**config.mk**
```make
export PLATFORM = sky130hd
export DESIGN_NAME = salru_scan
export DESIGN_NICKNAME = d
export VERILOG_FILES = /design/src/rtl/salru_pkg.sv /design/src/rtl/salru_scan.sv
export SDC_FILE = /design/constraint.sdc
export NUM_CORES = 1
export LEC_CHECK = 0
export BUFFER_PORTS_ARGS = -buffer_cell sky130_fd_sc_hd__clkbuf_2
export CAP_MARGIN = 20
export CELL_PAD_IN_SITES_DETAIL_PLACEMENT = 0
export CELL_PAD_IN_SITES_GLOBAL_PLACEMENT = 1
export CORE_AREA = 2 2 201 203
export CTS_CLUSTER_SIZE = 30
export DETAILED_ROUTE_END_ITERATION = 10
export DIE_AREA = 0 0 203 205
export PLACE_DENSITY_LB_ADDON = 0.05
export SYNTH_ARGS = -nofsm -noshare
export SYNTH_HDL_FRONTEND = slang
export SYNTH_SLANG_ARGS = --single-unit
```
**constraint.sdc**
```tcl
create_clock -name clock -period 7.4 [get_ports clock]
set_clock_uncertainty 0.05 [all_clocks]
set_input_delay 0.74 -clock clock [delete_from_list [all_inputs] [get_ports clock]]
set_output_delay 0.74 -clock clock [all_outputs]
set_load 0.01 [all_outputs]
```
**src/rtl/salru_pkg.sv**
```systemverilog
`timescale 1ns / 1ps
`default_nettype none
// ----------------------------------------------------------------------------
// salru_pkg
// Shared types and codes for the set-associative LRU cache tag-store model.
// ----------------------------------------------------------------------------
package salru_pkg;

   // Request beat
   typedef struct packed {
      logic        is_write;
      logic [31:0] address;
   } req_type;

   // Response beat
   typedef struct packed {
      logic [1:0]  outcome;
      logic [9:0]  set_index;
      logic [31:0] tag_value;
      logic [2:0]  way_used;
      logic [31:0] prior_tag;
      logic        prior_tag_known;
      logic        prior_valid;
      logic        prior_dirty;
      logic [31:0] prior_stamp;
      logic [31:0] access_index;
      logic [16:0] access_cost;
   } rsp_type;

   // One line of the tag store
   typedef struct packed {
      logic        valid;
      logic        dirty;
      logic [31:0] tag;
      logic [31:0] stamp;
   } line_type;

   // Outcome codes
   localparam logic [1:0] OUT_HIT   = 2'd0;
   localparam logic [1:0] OUT_CLEAN = 2'd1;
   localparam logic [1:0] OUT_DIRTY = 2'd2;

   // CSR indexes
   localparam logic [1:0] CSR_OFFSET_BITS  = 2'd0;
   localparam logic [1:0] CSR_SET_BITS     = 2'd1;
   localparam logic [1:0] CSR_WAYS_IN_USE  = 2'd2;
   localparam logic [1:0] CSR_MISS_PENALTY = 2'd3;

   // Reset values of the CSRs
   localparam logic [4:0]  RST_OFFSET_BITS  = 5'd5;
   localparam logic [3:0]  RST_SET_BITS     = 4'd6;
   localparam logic [3:0]  RST_WAYS_IN_USE  = 4'd4;
   localparam logic [15:0] RST_MISS_PENALTY = 16'd100;

   // Largest offset and set field the address split honors
   localparam logic [4:0] OFFSET_BITS_MAX = 5'd16;
   localparam logic [3:0] SET_BITS_MAX    = 4'd10;

endpackage
`default_nettype wire

```
**src/rtl/salru_scan.sv**
```systemverilog
`timescale 1ns / 1ps
`default_nettype none
// ----------------------------------------------------------------------------
// salru_scan
// Sequencer that walks the ways of one set through a single compare unit
// (tag match and stamp compare), picks hit, free way or LRU victim, writes
// the line back and holds the response beat.
// ----------------------------------------------------------------------------
module salru_scan
   import salru_pkg::*;
#(
   parameter int MAX_WAYS = 8,
   parameter int SET_W    = 10,
   parameter int WAY_W    = 3,
   parameter int LINE_W   = 13
) (
   input  wire logic              clock,
   input  wire logic              reset,
   // item start
   input  wire logic              start,
   input  wire logic              is_write,
   input  wire logic [SET_W-1:0]  set_idx,
   input  wire logic [31:0]       tag,
   input  wire logic [WAY_W-1:0]  last_way,
   input  wire logic [15:0]       penalty,
   output logic                   idle,
   // line store
   output logic                   rd_en,
   output logic [LINE_W-1:0]      rd_addr,
   input  wire line_type          rd_data,
   output logic                   wr_en,
   output logic [LINE_W-1:0]      wr_addr,
   output line_type               wr_data,
   // response
   output logic                   rsp_valid,
   input  wire logic              rsp_ready,
   output rsp_type                rsp_data
);

   localparam logic [1:0] ST_IDLE  = 2'd0;
   localparam logic [1:0] ST_FIRST = 2'd1;
   localparam logic [1:0] ST_SCAN  = 2'd2;
   localparam logic [1:0] ST_DONE  = 2'd3;

   localparam logic [1:0] KIND_HIT   = 2'd0;
   localparam logic [1:0] KIND_FILL  = 2'd1;
   localparam logic [1:0] KIND_EVICT = 2'd2;

   localparam logic [LINE_W-1:0] WAYS_L = LINE_W'(MAX_WAYS);

   logic [1:0]        state_ff, state_in;
   logic              wr_ff, wr_in;
   logic [SET_W-1:0]  set_ff, set_in;
   logic [31:0]       tag_ff, tag_in;
   logic [WAY_W-1:0]  last_ff, last_in;
   logic [15:0]       pen_ff, pen_in;
   logic [WAY_W-1:0]  chk_ff, chk_in;
   line_type          best_ff, best_in;
   logic [WAY_W-1:0]  best_way_ff, best_way_in;
   line_type          sel_ff, sel_in;
   logic [WAY_W-1:0]  sel_way_ff, sel_way_in;
   logic [1:0]        kind_ff, kind_in;
   logic [31:0]       count_ff, count_in;
   logic              rsp_valid_ff, rsp_valid_in;
   rsp_type           rsp_ff, rsp_in;

   logic [LINE_W-1:0] base;
   logic [WAY_W-1:0]  rd_way;
   logic              hit, older, commit;
   logic [16:0]       pen17;

   assign base  = LINE_W'(set_ff) * WAYS_L;
   assign hit   = rd_data.valid && (rd_data.tag == tag_ff);
   assign older = (chk_ff == '0) || (rd_data.stamp < best_ff.stamp);
   assign pen17 = {1'b0, pen_ff};

   // sequencer
   always_comb begin
      state_in     = state_ff;
      wr_in        = wr_ff;
      set_in       = set_ff;
      tag_in       = tag_ff;
      last_in      = last_ff;
      pen_in       = pen_ff;
      chk_in       = chk_ff;
      best_in      = best_ff;
      best_way_in  = best_way_ff;
      sel_in       = sel_ff;
      sel_way_in   = sel_way_ff;
      kind_in      = kind_ff;
      count_in     = count_ff;
      rsp_valid_in = rsp_valid_ff && !rsp_ready;
      rsp_in       = rsp_ff;
      rd_en        = 1'b0;
      rd_way       = '0;
      wr_en        = 1'b0;
      wr_data      = '0;
      commit       = 1'b0;

      case (state_ff)
         ST_IDLE: begin
            if (start) begin
               wr_in    = is_write;
               set_in   = set_idx;
               tag_in   = tag;
               last_in  = last_way;
               pen_in   = penalty;
               state_in = ST_FIRST;
            end
         end
         ST_FIRST: begin
            // fetch way 0
            rd_en    = 1'b1;
            rd_way   = '0;
            chk_in   = '0;
            state_in = ST_SCAN;
         end
         ST_SCAN: begin
            // prefetch the next way while checking this one
            rd_way = chk_ff + 1'b1;
            rd_en  = (chk_ff != last_ff);
            if (!rd_data.valid) begin
               sel_in     = rd_data;
               sel_way_in = chk_ff;
               kind_in    = KIND_FILL;
               state_in   = ST_DONE;
            end else if (hit) begin
               sel_in     = rd_data;
               sel_way_in = chk_ff;
               kind_in    = KIND_HIT;
               state_in   = ST_DONE;
            end else if (chk_ff == last_ff) begin
               // LRU victim, lowest way wins a tie
               sel_in     = older ? rd_data : best_ff;
               sel_way_in = older ? chk_ff : best_way_ff;
               kind_in    = KIND_EVICT;
               state_in   = ST_DONE;
            end else begin
               if (older) begin
                  best_in     = rd_data;
                  best_way_in = chk_ff;
               end
               chk_in = chk_ff + 1'b1;
            end
         end
         ST_DONE: begin
            commit = !rsp_valid_ff || rsp_ready;
            if (commit) begin
               // write the used line back
               wr_en         = 1'b1;
               wr_data.valid = 1'b1;
               wr_data.dirty = (kind_ff == KIND_HIT) ? (sel_ff.dirty | wr_ff) : wr_ff;
               wr_data.tag   = tag_ff;
               wr_data.stamp = count_ff;

               rsp_in.set_index    = 10'(set_ff);
               rsp_in.tag_value    = tag_ff;
               rsp_in.way_used     = 3'(sel_way_ff);
               rsp_in.prior_stamp  = sel_ff.stamp;
               rsp_in.access_index = count_ff;
               case (kind_ff)
                  KIND_HIT: begin
                     rsp_in.outcome         = OUT_HIT;
                     rsp_in.prior_tag       = tag_ff;
                     rsp_in.prior_tag_known = 1'b1;
                     rsp_in.prior_valid     = 1'b1;
                     rsp_in.prior_dirty     = sel_ff.dirty;
                     rsp_in.access_cost     = 17'd1;
                  end
                  KIND_FILL: begin
                     rsp_in.outcome         = OUT_CLEAN;
                     rsp_in.prior_tag       = '0;
                     rsp_in.prior_tag_known = 1'b0;
                     rsp_in.prior_valid     = 1'b0;
                     rsp_in.prior_dirty     = 1'b0;
                     rsp_in.access_cost     = 17'd1 + pen17;
                  end
                  default: begin
                     rsp_in.outcome         = sel_ff.dirty ? OUT_DIRTY : OUT_CLEAN;
                     rsp_in.prior_tag       = sel_ff.tag;
                     rsp_in.prior_tag_known = 1'b1;
                     rsp_in.prior_valid     = 1'b1;
                     rsp_in.prior_dirty     = sel_ff.dirty;
                     rsp_in.access_cost     = sel_ff.dirty ? (17'd1 + {pen_ff, 1'b0})
                                                           : (17'd1 + pen17);
                  end
               endcase
               rsp_valid_in = 1'b1;
               count_in     = count_ff + 32'd1;
               state_in     = ST_IDLE;
            end
         end
         default: begin
            state_in = ST_IDLE;
         end
      endcase
   end

   // control registers
   always_ff @(posedge clock) begin
      if (reset) begin
         state_ff     <= ST_IDLE;
         count_ff     <= '0;
         rsp_valid_ff <= 1'b0;
      end else begin
         state_ff     <= state_in;
         count_ff     <= count_in;
         rsp_valid_ff <= rsp_valid_in;
      end
   end

   // payload registers
   always_ff @(posedge clock) begin
      wr_ff       <= wr_in;
      set_ff      <= set_in;
      tag_ff      <= tag_in;
      last_ff     <= last_in;
      pen_ff      <= pen_in;
      chk_ff      <= chk_in;
      best_ff     <= best_in;
      best_way_ff <= best_way_in;
      sel_ff      <= sel_in;
      sel_way_ff  <= sel_way_in;
      kind_ff     <= kind_in;
      rsp_ff      <= rsp_in;
   end

   assign rd_addr   = base + LINE_W'(rd_way);
   assign wr_addr   = base + LINE_W'(sel_way_ff);
   assign idle      = (state_ff == ST_IDLE);
   assign rsp_valid = rsp_valid_ff;
   assign rsp_data  = rsp_ff;

endmodule
`default_nettype wire

```
## Word-level counts from Yosys, hierarchy flattened

Cells that the tools add are included.

| operators by class | value |
|---|---|
| magnitude comparators | 1 |
| reductions and logical operators | 17 |
| equality and inequality tests | 14 |
| $add $sub $neg | 6 |
| bitwise operators | 4 |
| multiplexer cells | 34 |

Operators by type and width:

| cell | number |
|---|---|
| 66-bit 2-to-1 mux | 3 |
| 65-bit 2-to-1 mux | 3 |
| 35-bit case mux with 2 select lines | 1 |
| 17-bit case mux with 2 select lines | 1 |
| 32-bit by 1-bit adder with 32-bit output (second input constant) | 1 |
| 32-bit == test | 1 |
| 32-bit < comparator | 1 |
| 13-bit by 3-bit adder with 13-bit output | 2 |
| 3-bit 2-to-1 mux | 8 |
| 1-bit by 16-bit adder with 17-bit output (first input constant) | 1 |
| 1-bit by 17-bit adder with 17-bit output (first input constant) | 1 |
| 17-bit 2-to-1 mux | 1 |
| 2-bit 2-to-1 mux | 7 |
| 2-bit != test (second input constant) | 5 |
| 2-bit case mux with 4 select lines | 1 |
| 4-bit AND reduction | 2 |
| 1-bit 2-to-1 mux | 6 |
| 3-bit case mux with 2 select lines | 1 |
| 2-bit AND reduction | 3 |
| 2-bit by 1-bit == test with 1-bit output (second input constant) | 2 |
| 2-bit == test (second input constant) | 2 |
| 2-bit logical NOT | 2 |
| 4-bit != test (second input constant) | 1 |
| 2-bit case mux with 2 select lines | 1 |
| other kinds (14) | 19 |

| word-level totals | value |
|---|---|
| logic and storage cells | 107 |
| bits in registers | 402 |

## Depth between registers and ports, before layout

| depth | value |
|---|---|
| depth after elaboration | 6 |
| mapped depth | 10 |

## Worst setup path before layout

Ideal clock, no wire load.

| timing path | value |
|---|---|
| path kind | input port to flip-flop |
| start point | in rd_data[56] (netlist name) |
| end point | reg kind_ff[0] (enable) |
| cell stages on the path | 6 |
| required time | 6828 ps |
| path slack | 1607 ps |
| arrival | 5221 ps |
| library setup time | 522 ps |
| cell sequence | xor2_1 > nor4_1 > nand2_1 > o41ai_4 > inv_2 > a21oi_1 |

| between the ends | value |
|---|---|
| longest elaborated chain between the ends | 4 |

RTL lines:

| what | line | RTL |
|---|---|---|
| start: declaration | salru_scan.sv:30 | `input wire line_type rd_data,` |
| 32-bit == test | salru_scan.sv:73 | `assign hit = rd_data.valid && (rd_data.tag == tag_ff);` |
| 1-bit logical AND | salru_scan.sv:73 |  |
| 3-bit by 1-bit != test with 1-bit output (no line) | - |  |
| 2-bit AND reduction (no line) | - |  |
| end signal: assignment | salru_scan.sv:224 | `kind_ff <= kind_in;` |
| end: declaration | salru_scan.sv:62 | `logic [1:0] kind_ff, kind_in;` |

Every way passes these cells.
A chain may end at the register's enable or synchronous reset.

## Worst setup path in the final report

| timing path | value |
|---|---|
| start point | reg state_ff[1] |
| end point | out wr_en |

| between the ends | value |
|---|---|
| longest elaborated chain between the ends | 2 |

RTL lines:

| what | line | RTL |
|---|---|---|
| start: declaration | salru_scan.sv:51 | `logic [1:0] state_ff, state_in;` |
| start signal: assignment | salru_scan.sv:206 | `state_ff <= state_in;` |
| 2-bit == test | salru_scan.sv:100 | `case (state_ff)` |
| 1-bit 2-to-1 mux | salru_scan.sv:100 |  |
| end: declaration | salru_scan.sv:31 | `output logic wr_en,` |

Every way passes these cells.

==> results_tabular.tex <==
\begin{tabular}{lr}
\hline
Metric & Value \\
\hline
\multicolumn{2}{l}{\textbf{Layout}} \\
\quad Area occupied by multi-input gates & approximately 4900 sq um \\
\quad Final std cells w/o fill & around 2.1k \\
\quad Register Area & between 10000 and 15000 sq um \\
\quad Net total in the final layout & 1690 \\
\quad Layout Area Growth over Synthesis & 22.1\% \\
\quad Fill cell instance count of the final layout & $\sim$3.4k \\
\quad Ratio of cells with drive above 1 in the final layout & 38.9\% \\
\multicolumn{2}{l}{\textbf{Yosys}} \\
\quad Arithmetic-cell share of the synthesized area counting full adders, half adders and majority gates & 2.86\% \\
\quad Top cell types by occurrence after synthesis & sky130\_fd\_sc\_hd\_\_edfxtp\_1, sky130\_fd\_sc\_hd\_\_mux2\_2, sky130\_fd\_sc\_hd\_\_and3\_1 \\
\quad Cell taking the most area after synthesis & sky130\_fd\_sc\_hd\_\_edfxtp\_1 \\
\quad Number of synthesized register bits & 400 \\
\quad Post-synthesis share of cell area spent on and, or, nand and nor gates & under 10\% \\
\quad Post-synth top area share & 64.2\% \\
\quad Synth cell types & 53 \\
\quad Main flop type after synthesis & sky130\_fd\_sc\_hd\_\_edfxtp\_1 \\
\quad Post-Synthesis Cells & roughly 1.1k \\
\quad Syn nets & approximately 1.3k \\
\quad Number of enable flip-flop cells after synthesis & approximately 370 \\
\quad Sequential area share after synthesis & 68.3\% \\
\quad Leading post-synthesis cells by cell area & sky130\_fd\_sc\_hd\_\_edfxtp\_1, sky130\_fd\_sc\_hd\_\_mux2\_2, sky130\_fd\_sc\_hd\_\_dfxtp\_1, sky130\_fd\_sc\_hd\_\_ha\_1, sky130\_fd\_sc\_hd\_\_mux2\_4 \\
\quad Synthesized-area fraction occupied by xor and xnor cells & approximately 3.6\% \\
\quad Number of warnings reported in the yosys synthesis log & 0 \\
\quad Synthesized area per cell & around 15 sq um \\
\quad Most frequent cell after synthesis & sky130\_fd\_sc\_hd\_\_edfxtp\_1 \\
\quad Async set or reset register ratio after synthesis & 0\% \\
\quad Compound-Gate Fraction of Synth Area & between 4 and 5\% \\
\quad Dominant combinational cell family by area after synthesis & multiplexers \\
\quad Syn Std Cell Area & between 15000 and 20000 sq um \\
\quad Mux share of post-synthesis cell area & 9.55\% \\
\multicolumn{2}{l}{\textbf{Run}} \\
\quad MaxCap Viol Count & 0 \\
\multicolumn{2}{l}{\textbf{Routing}} \\
\quad Total via count after detailed routing & about 11k \\
\quad Ratio of routed vias to standard cells & between 5 and 6 \\
\quad Wire length after detailed routing & approximately 43000 um \\
\quad Post-route ant nets & 0 \\
\quad Detailed Route Iter0 Violations & about 660 \\
\quad Iteration count of the initial detailed-routing pass & 4 \\
\quad WL per Instance & roughly 21 um \\
\quad Number of design rule violations left after detail routing & 0 \\
\multicolumn{2}{l}{\textbf{Clocking}} \\
\quad Clock tree from TritonCTS & done \\
\quad Maximum clock path buffer count & 3 \\
\quad Root cell of the clock tree & sky130\_fd\_sc\_hd\_\_clkbuf\_16 \\
\quad Clock transition at the registers of the reported paths & about 0.06 ns \\
\quad Hold buffers post-CTS & 0 \\
\quad Clock sink count & 400 \\
\quad Setup bufs post-CTS & 0 \\
\quad Number of resized instances in the post-cts repair step & 0 \\
\quad Clock insertion delay at the later pin of the skew report & $\sim$0.56 ns \\
\quad Level count of the clock H-tree & 2 \\
\quad TritonCTS Buffers & 45 \\
\multicolumn{2}{l}{\textbf{STA}} \\
\quad Unrepaired setup endpoints after global routing & false \\
\quad Sum of negative setup slack & 0 ns \\
\quad Final Max Slew Viols & 0 \\
\quad Final hold vios & 0 \\
\quad Slew @ Worst Pin & between 1 and 1.5 ns \\
\quad Peak clock frequency supported by timing & between 200 and 300 MHz \\
\quad Final critical delay including setup and external delays & around 4.0 ns \\
\quad Remaining max-slew budget at the tightest pin & roughly 29\% \\
\quad Share of the clock period used by the worst path after layout & a little over half \\
\quad Endpoints failing setup & 0 \\
\quad Final WS setup & about 3.4 ns \\
\multicolumn{2}{l}{\textbf{Power}} \\
\quad Ratio of total power to cell area & 304 nW/um\^{}2 \\
\quad Worst-case vdd ir drop & 0.206 mV \\
\quad Static leakage & around 8.4 nW \\
\multicolumn{2}{l}{\textbf{Global routing}} \\
\quad Busiest metal layer after global routing & met2 \\
\quad Total congestion overflow after global routing & 0 \\
\quad Global routing usage on met3 & $\sim$6.0\% \\
\quad First-pass GRT wire length & 63800 um \\
\quad GRT met1 Usage & about 27\% \\
\quad GRT Resource Usage Total & 20.4\% \\
\quad Vias in the first global route & 10.3k \\
\quad Pin count of the biggest net entering global routing & 101 \\
\quad Met2 Use GR & about a third \\
\quad Number of antenna violations at the first check in global routing & 7 \\
\multicolumn{2}{l}{\textbf{Placement}} \\
\quad Worst-case setup slack after placement & between 2 and 3 ns \\
\quad Number of cells in the design after placement & approximately 2.0k \\
\quad Port Buffer Count & 390 \\
\quad Routability-driven placement congestion ratio & 0.778 \\
\quad Detailed-placement wirelength estimate & 29300 um \\
\multicolumn{2}{l}{\textbf{Floorplan}} \\
\quad DIE HEIGHT & 205 um \\
\quad Area inside the core boundary & around 39000 sq um \\
\quad Starting density of the core & a little over two fifths \\
\quad Width of the die & around 200 um \\
\quad Die Area & 41600 sq um \\
\quad Rows & 73 \\
\quad Count of pins on the block boundary & slightly below 400 \\
\multicolumn{2}{l}{\textbf{Hold path}} \\
\quad HP Class & input pin to register \\
\multicolumn{2}{l}{\textbf{Critical path}} \\
\quad Required time reported for the critical path endpoint & between 6 and 7 ns \\
\quad Type of destination of the critical path & primary output \\
\quad Critical path data arrival time & between 3 and 4 ns \\
\quad Crit path launch type & register \\
\quad Kind of critical path & register to primary output \\
\quad Critical-path maximum fanout & 100 \\
\multicolumn{2}{l}{\textbf{Status}} \\
\quad Status & completed \\
\hline
\end{tabular}
==> worst max-delay path: stages, from the launching register on <==
cell and delay, ns:
sky130_fd_sc_hd__dfxtp_1 0.37, sky130_fd_sc_hd__ha_2 0.18, sky130_fd_sc_hd__buf_4 0.53, sky130_fd_sc_hd__nand2_1 0.54, sky130_fd_sc_hd__inv_8 0.68, sky130_fd_sc_hd__clkbuf_2 0.25
==> cells in the final DEF, fill, tap and decap left out, types with 11 or more instances in the layout <==
cell                        netlist  layout
sky130_fd_sc_hd__clkbuf_2         0     390
sky130_fd_sc_hd__clkinv_1         1      11
sky130_fd_sc_hd__dfxtp_1         35      35
sky130_fd_sc_hd__clkbuf_16        0      45
sky130_fd_sc_hd__a21oi_1         29      28
sky130_fd_sc_hd__nand2_1         59      59
sky130_fd_sc_hd__nand3_1         14      14
sky130_fd_sc_hd__nand4_1         15      15
sky130_fd_sc_hd__xnor2_1         28      28
sky130_fd_sc_hd__a22o_1          30      30
sky130_fd_sc_hd__and3_1          60      60
sky130_fd_sc_hd__edfxtp_1       365     365
sky130_fd_sc_hd__nor2_1          52      50
sky130_fd_sc_hd__mux2_2         104     104
sky130_fd_sc_hd__mux2_4          30      30
sky130_fd_sc_hd__o21ai_0         32      32
sky130_fd_sc_hd__xor2_1          42      42
sky130_fd_sc_hd__clkbuf_1        29      14
sky130_fd_sc_hd__inv_1           49      48
sky130_fd_sc_hd__ha_1            39      38
==> where the power goes <==
part / internal, mW / leakage (nW) / switching (mW)
clock network: 1.22 / 0.658 / 0.876
logic: 0.484 / 4.09 / 0.640
registers: 2.92 / 3.61 / 0.208
total: 4.62 / 8.36 / 1.72
==> final cells by class <==
cell class,instances,share of cell area (%)
repair buffers,401,9.82
diodes,2,0.0240
flip-flops and latches,400,55.9
well taps,525,3.15
clock buffers,62,5.85
clock inverters,18,0.660
inverters,51,0.954
multi-input cells,620,23.6
==> per-stage QoR <==
stage / hold slack (ns) / instance area (sq um) / total power [mW] / util [%]
floorplan: 0.350 / 17100 / 3.90 / -
global placement: 0.351 / 19500 / 4.31 / 49.5
detailed placement: 0.355 / 19500 / 4.33 / 49.5
CTS: 0.257 / 20800 / 6.43 / 52.9
global route: 0.268 / 20800 / 6.64 / 53.0
finish: 0.299 / 20900 / 6.35 / 53.0
==> metal layers <==
metal	wire length, um	vias to the layer above	part of all wire, %
li1	-	5011	-
met1	18300	5140	43
met2	20400	340	47
met3	3400	56	7.9
met4	851	6	2.0
met5	38	-	0.088
==> state kept, by name, summed over array words and instances, names as in the netlist <==
name / cells
best_ff: 65
set_ff: 10
rsp_valid: 1
state_ff: 2
best_way_ff: 3
tag_ff: 32
sel_ff: 65
count_ff: 32
pen_ff: 16
chk_ff: 3
wr_ff: 1
kind_ff: 2
last_ff: 3
rsp_data: 162
sel_way_ff: 3
==> cell families (layout without fill, tap and decap cells) <==
family,Yosys count,count (layout)
compound gates,116,116
xor+xnor,70,70
fa+ha+maj,39,39
buf+inv,108,532
flops,400,400
mux,135,135
other cells,0,2
simple gates,260,260
==> path summary, 6_finish.rpt <==
path	start	to	slack, ns	depth (start not counted)
hold / removal	tag[23]	tag_ff[23]	0.30	1
setup reg to reg	tag_ff[13]	sel_ff[11]	3.46	7
setup / recovery	state_ff[1]	wr_en	3.42	5
hold reg to reg	sel_ff[23]	rsp_data[72]	0.37	0
No activity file was read; power rests on OpenSTA's default activity.
